**src/rtl/core/srp_pkg.sv**
```systemverilog
// ----------------------------------------------------------------------------
// srp_pkg
// Types and constants shared by the SOCKS5 reply parser modules.
// ----------------------------------------------------------------------------
package srp_pkg;

  localparam logic [7:0] SocksVersion = 8'h05;
  localparam logic [7:0] AtypIpv4     = 8'h01;
  localparam logic [7:0] AtypDomain   = 8'h03;
  localparam logic [7:0] AtypIpv6     = 8'h04;
  localparam logic [7:0] LenIpv4      = 8'd4;
  localparam logic [7:0] LenIpv6      = 8'd16;
  localparam logic [7:0] LenPort      = 8'd2;

  typedef enum logic [3:0] {
    PhVersion  = 4'd0,
    PhReply    = 4'd1,
    PhReserved = 4'd2,
    PhAddrType = 4'd3,
    PhDomLen   = 4'd4,
    PhAddress  = 4'd5,
    PhPort     = 4'd6,
    PhDone     = 4'd7,
    PhBadVer   = 4'd8,
    PhBadType  = 4'd9
  } phase_e;

  typedef struct packed {
    logic [7:0] data_byte;
    logic       restart;
  } in_t;

  typedef struct packed {
    logic [3:0]  phase;
    logic [7:0]  reply_code;
    logic [7:0]  address_type;
    logic        address_byte_valid;
    logic [7:0]  address_byte;
    logic [7:0]  address_index;
    logic [15:0] port_number;
    logic        finished;
    logic        failed;
  } out_t;

  typedef struct packed {
    phase_e      phase;
    logic [7:0]  reply;
    logic [7:0]  atype;
    logic [7:0]  cnt;
    logic [7:0]  target;
    logic [15:0] port;
  } state_t;

  localparam state_t StateReset = '{
    phase:  PhVersion,
    reply:  8'd0,
    atype:  8'd0,
    cnt:    8'd0,
    target: 8'd0,
    port:   16'd0
  };

endpackage

```
**src/rtl/core/srp_in_reg.sv**
```systemverilog
// ----------------------------------------------------------------------------
// srp_in_reg
// Input register: holds one accepted byte until the parse step takes it.
// ----------------------------------------------------------------------------
module srp_in_reg (
  input  logic          clk_i,
  input  logic          rst_ni,
  input  logic          in_valid_i,
  output logic          in_stall_o,
  input  srp_pkg::in_t  in_data_i,
  input  logic          take_i,
  output logic          valid_o,
  output srp_pkg::in_t  data_o
);

  logic         valid_q, valid_d;
  srp_pkg::in_t data_q;
  logic         accept;

  assign in_stall_o = valid_q && !take_i;
  assign accept     = in_valid_i && !in_stall_o;
  assign valid_d    = accept || (valid_q && !take_i);

  always_ff @(posedge clk_i or negedge rst_ni) begin
    if (!rst_ni) begin
      valid_q <= 1'b0;
    end else begin
      valid_q <= valid_d;
    end
  end

  always_ff @(posedge clk_i) begin
    if (accept) begin
      data_q <= in_data_i;
    end
  end

  assign valid_o = valid_q;
  assign data_o  = data_q;

endmodule

```
**src/rtl/core/srp_step.sv**
```systemverilog
// ----------------------------------------------------------------------------
// srp_step
// One parse step: next parser state and the result for one byte.
// ----------------------------------------------------------------------------
module srp_step (
  input  srp_pkg::state_t state_i,
  input  srp_pkg::in_t    item_i,
  output srp_pkg::state_t state_o,
  output srp_pkg::out_t   result_o
);

  srp_pkg::state_t cur;
  srp_pkg::state_t nxt;
  logic [7:0]      b;
  logic [7:0]      cnt_inc;
  logic            addr_valid;
  logic            fin;
  logic            err;

  assign b       = item_i.data_byte;
  assign cur     = item_i.restart ? srp_pkg::StateReset : state_i;
  assign cnt_inc = cur.cnt + 8'd1;

  always_comb begin
    nxt        = cur;
    addr_valid = 1'b0;
    case (cur.phase)
      srp_pkg::PhVersion: begin
        nxt.phase = (b == srp_pkg::SocksVersion) ? srp_pkg::PhReply : srp_pkg::PhBadVer;
      end
      srp_pkg::PhReply: begin
        nxt.reply = b;
        nxt.phase = srp_pkg::PhReserved;
      end
      srp_pkg::PhReserved: begin
        nxt.phase = srp_pkg::PhAddrType;
      end
      srp_pkg::PhAddrType: begin
        nxt.atype = b;
        if (b == srp_pkg::AtypIpv4) begin
          nxt.cnt    = 8'd0;
          nxt.target = srp_pkg::LenIpv4;
          nxt.phase  = srp_pkg::PhAddress;
        end else if (b == srp_pkg::AtypIpv6) begin
          nxt.cnt    = 8'd0;
          nxt.target = srp_pkg::LenIpv6;
          nxt.phase  = srp_pkg::PhAddress;
        end else if (b == srp_pkg::AtypDomain) begin
          nxt.phase = srp_pkg::PhDomLen;
        end else begin
          nxt.phase = srp_pkg::PhBadType;
        end
      end
      srp_pkg::PhDomLen: begin
        nxt.cnt = 8'd0;
        if (b == 8'd0) begin
          nxt.target = srp_pkg::LenPort;
          nxt.port   = 16'd0;
          nxt.phase  = srp_pkg::PhPort;
        end else begin
          nxt.target = b;
          nxt.phase  = srp_pkg::PhAddress;
        end
      end
      srp_pkg::PhAddress: begin
        addr_valid = 1'b1;
        if (cnt_inc >= cur.target) begin
          nxt.cnt    = 8'd0;
          nxt.target = srp_pkg::LenPort;
          nxt.port   = 16'd0;
          nxt.phase  = srp_pkg::PhPort;
        end else begin
          nxt.cnt = cnt_inc;
        end
      end
      srp_pkg::PhPort: begin
        nxt.port = {cur.port[7:0], b};
        nxt.cnt  = cnt_inc;
        if (cnt_inc >= cur.target) begin
          nxt.phase = srp_pkg::PhDone;
        end
      end
      default: begin
        nxt = cur;
      end
    endcase
  end

  assign err = (nxt.phase == srp_pkg::PhBadVer) || (nxt.phase == srp_pkg::PhBadType);
  assign fin = err || (nxt.phase == srp_pkg::PhDone);

  assign state_o = nxt;

  always_comb begin
    result_o.phase              = nxt.phase;
    result_o.reply_code         = nxt.reply;
    result_o.address_type       = nxt.atype;
    result_o.address_byte_valid = addr_valid;
    result_o.address_byte       = addr_valid ? b : 8'd0;
    result_o.address_index      = addr_valid ? cur.cnt : 8'd0;
    result_o.port_number        = nxt.port;
    result_o.finished           = fin;
    result_o.failed             = err;
  end

endmodule

```
**src/rtl/core/srp_out_reg.sv**
```systemverilog
// ----------------------------------------------------------------------------
// srp_out_reg
// Result register: holds one result until the sink takes the transfer.
// ----------------------------------------------------------------------------
module srp_out_reg (
  input  logic          clk_i,
  input  logic          rst_ni,
  input  logic          load_i,
  input  srp_pkg::out_t result_i,
  output logic          ready_o,
  output logic          out_valid_o,
  input  logic          out_stall_i,
  output srp_pkg::out_t out_data_o
);

  logic          valid_q, valid_d;
  srp_pkg::out_t data_q;

  assign ready_o = !valid_q || !out_stall_i;
  assign valid_d = load_i || (valid_q && out_stall_i);

  always_ff @(posedge clk_i or negedge rst_ni) begin
    if (!rst_ni) begin
      valid_q <= 1'b0;
    end else begin
      valid_q <= valid_d;
    end
  end

  always_ff @(posedge clk_i) begin
    if (load_i) begin
      data_q <= result_i;
    end
  end

  assign out_valid_o = valid_q;
  assign out_data_o  = data_q;

endmodule

```
**src/rtl/core/socks5_reply_parser_core.sv**
```systemverilog
// ----------------------------------------------------------------------------
// socks5_reply_parser_core
// SOCKS5 server reply parser, one byte per transfer, one result per byte.
// ----------------------------------------------------------------------------
// Takes one reply byte per cycle and returns one result per byte while the
// output is not stalled: the byte is held in the input register, then the
// combinational parse step updates the parser state and loads the result
// register. The parser state register takes the step's next state, so a
// full byte stream runs at one byte per clock unless the output stalls.
// A set restart bit clears the parser before its own byte is parsed as version.
module socks5_reply_parser_core (
  input  logic          clk_i,
  input  logic          rst_ni,
  input  logic          in_valid_i,
  output logic          in_stall_o,
  input  srp_pkg::in_t  in_data_i,
  output logic          out_valid_o,
  input  logic          out_stall_i,
  output srp_pkg::out_t out_data_o
);

  logic            item_valid;
  srp_pkg::in_t    item;
  logic            out_ready;
  logic            fire;
  srp_pkg::state_t state_q, state_d;
  srp_pkg::out_t   result;

  srp_in_reg u_in_reg (
    .clk_i      (clk_i),
    .rst_ni     (rst_ni),
    .in_valid_i (in_valid_i),
    .in_stall_o (in_stall_o),
    .in_data_i  (in_data_i),
    .take_i     (out_ready),
    .valid_o    (item_valid),
    .data_o     (item)
  );

  srp_step u_step (
    .state_i  (state_q),
    .item_i   (item),
    .state_o  (state_d),
    .result_o (result)
  );

  assign fire = item_valid && out_ready;

  always_ff @(posedge clk_i or negedge rst_ni) begin
    if (!rst_ni) begin
      state_q <= srp_pkg::StateReset;
    end else if (fire) begin
      state_q <= state_d;
    end
  end

  srp_out_reg u_out_reg (
    .clk_i       (clk_i),
    .rst_ni      (rst_ni),
    .load_i      (fire),
    .result_i    (result),
    .ready_o     (out_ready),
    .out_valid_o (out_valid_o),
    .out_stall_i (out_stall_i),
    .out_data_o  (out_data_o)
  );

  a_state_hold: assert property (@(posedge clk_i) disable iff (!rst_ni)
    !fire |=> $stable(state_q))
    else $error("parser state changed without a step");

  a_addr_phase: assert property (@(posedge clk_i) disable iff (!rst_ni)
    out_valid_o && out_data_o.address_byte_valid |->
      (out_data_o.phase == srp_pkg::PhAddress) || (out_data_o.phase == srp_pkg::PhPort))
    else $error("address byte reported outside address or port phase");

  a_fail_fin: assert property (@(posedge clk_i) disable iff (!rst_ni)
    out_valid_o && out_data_o.failed |-> out_data_o.finished)
    else $error("failed result not marked finished");

  a_empty_no_stall: assert property (@(posedge clk_i) disable iff (!rst_ni)
    !item_valid |-> !in_stall_o)
    else $error("input stalled with empty input register");

endmodule

```
**config.mk**
```make
export PLATFORM = sky130hd
export DESIGN_NAME = socks5_reply_parser_core
export DESIGN_NICKNAME = d
export VERILOG_FILES = /design/src/rtl/core/srp_pkg.sv /design/src/rtl/core/srp_in_reg.sv /design/src/rtl/core/srp_step.sv /design/src/rtl/core/srp_out_reg.sv /design/src/rtl/core/socks5_reply_parser_core.sv
export SDC_FILE = /design/constraint.sdc
export NUM_CORES = 1
export LEC_CHECK = 0
export ABC_CLOCK_PERIOD_IN_PS = 4600
export BUFFER_PORTS_ARGS = -buffer_cell sky130_fd_sc_hd__buf_2
export CAP_MARGIN = 25
export CORE_ASPECT_RATIO = 0.6
export CORE_UTILIZATION = 58
export DETAILED_ROUTE_END_ITERATION = 6
export GPL_ROUTABILITY_DRIVEN = 0
export PLACE_DENSITY = 0.83
export SYNTH_ARGS = -nofsm -noshare
export SYNTH_HDL_FRONTEND = slang
export SYNTH_SLANG_ARGS = --single-unit
```
**constraint.sdc**
```tcl
create_clock -name clk_i -period 4.6 [get_ports clk_i]
set_input_delay 0.23 -clock clk_i [delete_from_list [all_inputs] [get_ports clk_i]]
set_output_delay 0.23 -clock clk_i [all_outputs]
set_load 0.01 [all_outputs]
```
======== After elaboration in Yosys (flattened, before gate mapping) ========
Index checks and enable logic that the tools add are counted.
operators by class
  equality and inequality tests ........... 13
  order comparisons ....................... 1
  multiplexer cells ....................... 21
  reduce and logical (&&, ||, !) cells .... 15
  add/sub/neg operators ................... 1
operator list
  cell                 count
  $mux 52              1
  $mux 16              3
  $pmux 16 s3          1
  $mux 8               4
  $pmux 8 s4           1
  $pmux 4 s7           1
  $mux 24              1
  $mux 4               6
  $pmux 8 s3           1
  $eq 4x3->1 const B   4
  $eq 8x3->1 const B   2
  $add 8x1->8 const B  1
  $eq 4x2->1 const B   2
  $eq 4x4->1 const B   2
  $eq 8x1->1 const B   1
  $eq 8x2->1 const B   1
  $ge 8x8->1           1
  $logic_not 8->1      1
  $logic_or 1x1->1     5
  $eq 4x1->1 const B   1
  $logic_and 1x1->1    4
  $logic_not 1->1      4
  $logic_not 4->1      1
  $mux 2               1
  $mux 1               1
word-level totals
  bits of input ports ..................... 13
  logic and storage cells ................. 70
  flip-flop bits (word level) ............. 118
  output and inout bits ................... 57

======== Logic depth before layout (Yosys ltp) ========
  word-level depth ........................ 8
  mapped depth ............................ 15
  mapped depth without buffers ............ 13

======== By module ========
From an unflattened synthesis, not the netlist that was laid out.
unflattened totals
  cells, all modules ...................... 515
  area, all modules ....................... 6198.4 µm²
modules (own cells, without submodules)
  module                    area each (µm²)  cells an instance  instances  seq. area each (µm²)
  socks5_reply_parser_core  2137.0           111                1          1301.2
  srp_step                  2045.7           332                1          0.0
  srp_out_reg               1687.9           58                 1          1676.6
  srp_in_reg                327.8            14                 1          295.3

======== Worst setup path after synthesis ========
No wires, ideal clock.
  kind .................................... register to register
  start ................................... reg u_in_reg.data_q (netlist bit u_in_reg.data_o[0])
  end ..................................... reg state_q[10] in the netlist's numbering
  stages on the path, launching flop included .. 16
  slack ................................... 1.422 ns
  data arrival time ....................... 3.057 ns
  setup time .............................. 0.121 ns
  data required time ...................... 4.479 ns
  buffers on the path ..................... 4
  period minus slack after synthesis ...... 3.178 ns
  cells stage by stage .................... edfxtp_1 clkbuf_1 clkbuf_1 nor2b_1 ha_1 xnor2_1 ha_1 o21ai_0 o21ai_0 o2111ai_1 a31oi_4 a21oi_4 nand2b_1 buf_4 buf_6 a22o_1
RTL lines
  item                    RTL line                        RTL
  start, declared         srp_in_reg.sv:17                srp_pkg::in_t data_q;
  start signal, assigned  srp_in_reg.sv:34                data_q <= in_data_i;
  end signal, assigned    socks5_reply_parser_core.sv:51  state_q <= srp_pkg::StateReset;
  end signal, assigned    socks5_reply_parser_core.sv:53  state_q <= state_d;
  end, declared           socks5_reply_parser_core.sv:26  srp_pkg::state_t state_q, state_d;

==> results.json <==
{
  "cts_resized": 0,
  "rsz0062_at_grt": "no",
  "layout_common_cells": "buf_2, edfxtp_1, dfrtp_1",
  "worst-setup-path-type": "reg2reg",
  "ant_nets": 0,
  "use_met2_pct": 40.1,
  "via_per_inst": 6.32,
  "finalCritPeriodShare_pct": 81.5,
  "cts_max_level": 4,
  "placed_cell_area_sq_mm": 0.00583,
  "synth_cell_types": 67,
  "grt_max_degree": 55,
  "drtIter0Drc": 479,
  "met3_usage_pct": 10.1,
  "synthTopCellsByArea": "edfxtp_1, dfrtp_1, a22o_1",
  "grt_use_total_pct": 28.2,
  "cts_setup_buffers": 0,
  "grt_pass1_vias": 3919,
  "final_nets": 551,
  "clk_latency_ns": 0.41,
  "synth.avg_cell_area_sq_um": 11.9,
  "grt_util_met1_pct": 39.8,
  "drv_cap": 0,
  "cp_slowest_cell": "edfxtp_1",
  "worst_pin_slew_ns": 0.805,
  "seq_area_sq_mm": 0.00327,
  "vdd_drop_max_mv": 0.297,
  "syn_inst": 454,
  "syn_to_final_growth_pct": 18.9,
  "synth_xor_area_share_pct": 0.970,
  "root_buffer": "clkbuf_16",
  "max_stage_delay_ns": 0.85,
  "die_area_sq_mm": 0.00974,
  "synth_top_area_share_pct": 35.5,
  "dieHeight_um": 76.9,
  "yosysTopAreaCell": "edfxtp_1",
  "grt_pass1_wl_um": 20400,
  "postLayoutCellArea_sq_mm": 0.00644,
  "diodes": 0,
  "antenna_found_initial": 0,
  "initial_core_util_pct": 61.7,
  "synth_adder_area_share_pct": 1.85,
  "wl_um": 12900,
  "timing.slew.headroom_pct": 46.3,
  "core-area_sq_mm": 0.00878,
  "wl_per_cell_um": 19.7,
  "crit_arrival_ns": 4.08,
  "multiInputGateArea_sq_mm": 0.00199,
  "rows": 26,
  "period_needed_ns": 3.75,
  "cts_sinks": 118,
  "busiest_layer": "met2",
  "critPathBufInv": 0,
  "io_pins": 70,
  "crit_path_cell_trace": "nor2b_1 > ha_1 > nand3_1 > xor2_1 > nor2_1 > ha_1 > a21oi_1 > a31oi_4 > a21oi_4 > nand2b_1 > a22o_1",
  "setup_viol": 0,
  "synth_compound_area_share_pct": 16.8,
  "cts_hold_buffers": 6,
  "yosys.area_share.simple_pct": 13.6,
  "yosysWarnings": 0,
  "firstDrtPassIters": 5,
  "final_common_cell": "buf_2",
  "fin_worst_hold_slack_ns": 0.0260,
  "clk_pin_slew_worst_paths_ns": 0.05,
  "cts_buffers": 17,
  "fmax_ghz": 0.267,
  "maxSlewViolCount": 0,
  "cp.required_ns": 4.94,
  "clockBufferDepth": 2,
  "dp_hpwl_um": 8240,
  "synth_fp_nets": 475,
  "drive_above_1_share_pct": 23.8,
  "setup-tns-final_ns": 0,
  "crit_path_start_kind": "flop",
  "syn_area_sq_mm": 0.00542,
  "muxShareOfSynthArea_pct": 3.51,
  "cts_tree": "done",
  "remaining_drc_errors": 0,
  "ys_async_sr_fraction_pct": 45.8,
  "endpoint_kind": "flop",
  "cp_top_family": "compound AO/OA/AOI/OAI gates",
  "skew_ns": 0.0118,
  "p_leak_uw": 0.00285,
  "hp-class": "in2reg",
  "grt_overflow": 0,
  "synth_flop_cell": "edfxtp_1",
  "powerDensity_mw_per_mm2": 406,
  "synth_edf_count": 64,
  "final.fill_count": 612,
  "vias": 4137,
  "status": "completed",
  "cp_max_fo": 23,
  "crit_top_cell": "ha_1",
  "ys_seq_area_share_pct": 60.4,
  "total_power_uw": 2620,
  "die_w_um": 127,
  "portBuffers": 69,
  "synth_top_family_by_area": "compound AO/OA/AOI/OAI gates",
  "hold_violations": 0,
  "synth-seq-cells": 118
}
==> metrics by stage <==
| stage | cells | setup WS [ns] | util, % |
|---|---|---|---|
| 2_1_floorplan | 454 | 1.42 | - |
| 3_3_place_gp | 614 | 1.19 | 66.3 |
| 3_5_place_dp | 614 | 0.984 | 66.3 |
| 4_1_cts | 652 | 0.947 | 73.0 |
| 5_1_grt | 655 | 0.671 | 73.3 |
| 6_report | 655 | 0.852 | 73.3 |
==> final cells by class <==
cell class | count | area share, %
flip-flops and latches | 118 | 50.8
multi-input cells | 299 | 30.9
repair buffers | 83 | 7.34
clock buffers | 26 | 7.28
well taps | 112 | 2.18
clock inverters | 6 | 0.893
inverters | 11 | 0.641
==> final timing paths <==
| kind | end | startpoint | slack [ns] | depth (start not counted) |
|---|---|---|---|---|
| max | state_q[7] | u_in_reg.data_o[0] | 0.85 | 11 |
| min | u_in_reg.data_o[0] | in_data_i[0] | 0.03 | 1 |
| max reg2reg | state_q[7] | u_in_reg.data_o[0] | 0.85 | 11 |
| min reg2reg | state_q[12] | state_q[12] | 0.51 | 1 |
| max in group asynchronous | state_q[24] | rst_ni | 3.61 | 3 |
| min in group asynchronous | state_q[13] | rst_ni | 0.50 | 3 |
==> per-layer routing <==
layer,share of wire [%],vias up
met1,45,1991
met4,2.2,0
li1,-,1850
met3,9.3,33
met5,0,-
met2,44,263
==> registers in the layout, indices dropped and copies added, names as in the netlist <==
signal and count:
u_in_reg.data_o 9, u_out_reg.out_data_o 55, state_q 52, u_in_reg.valid_o 1, u_out_reg.out_valid_o 1
==> power breakdown <==
part | total [uW] | switching [uW] | internal, uW
clock network | 1180 | 429 | 751
registers | 1220 | 47.1 | 1180
logic | 212 | 137 | 75.1
total | 2620 | 613 | 2000
==> cells by family after synthesis <==
| kind of cell | Yosys count |
|---|---|
| adder cells (fa/ha/maj) | 8 |
| AO/OA/AOI/OAI | 124 |
| buffers and inverters | 37 |
| flip-flops | 118 |
| AND/OR/NAND/NOR | 144 |
| XOR/XNOR | 6 |
| multiplexers | 17 |
==> worst reg2reg max path, stage by stage, from the launching register on <==
cell and delay [ns]:
edfxtp_1 0.85, nor2b_1 0.19, ha_1 0.31, nand3_1 0.11
xor2_1 0.14, nor2_1 0.07, ha_1 0.22, a21oi_1 0.32
a31oi_4 0.19, a21oi_4 0.47, nand2b_1 0.57, a22o_1 0.23
==> Yosys cell counts (all sizes together), types with 5 or more instances <==
cell    number
nor2b        5
nor3b        5
and3        24
a22o        36
edfxtp      64
inv         10
o21ai       34
a21oi       19
nand3       10
a31oi        7
buf          8
nor2        32
dfrtp       54
mux2        16
nand2       48
a21o         7
clkbuf      18
ha           8
No activity file was read; power rests on OpenSTA's default activity.
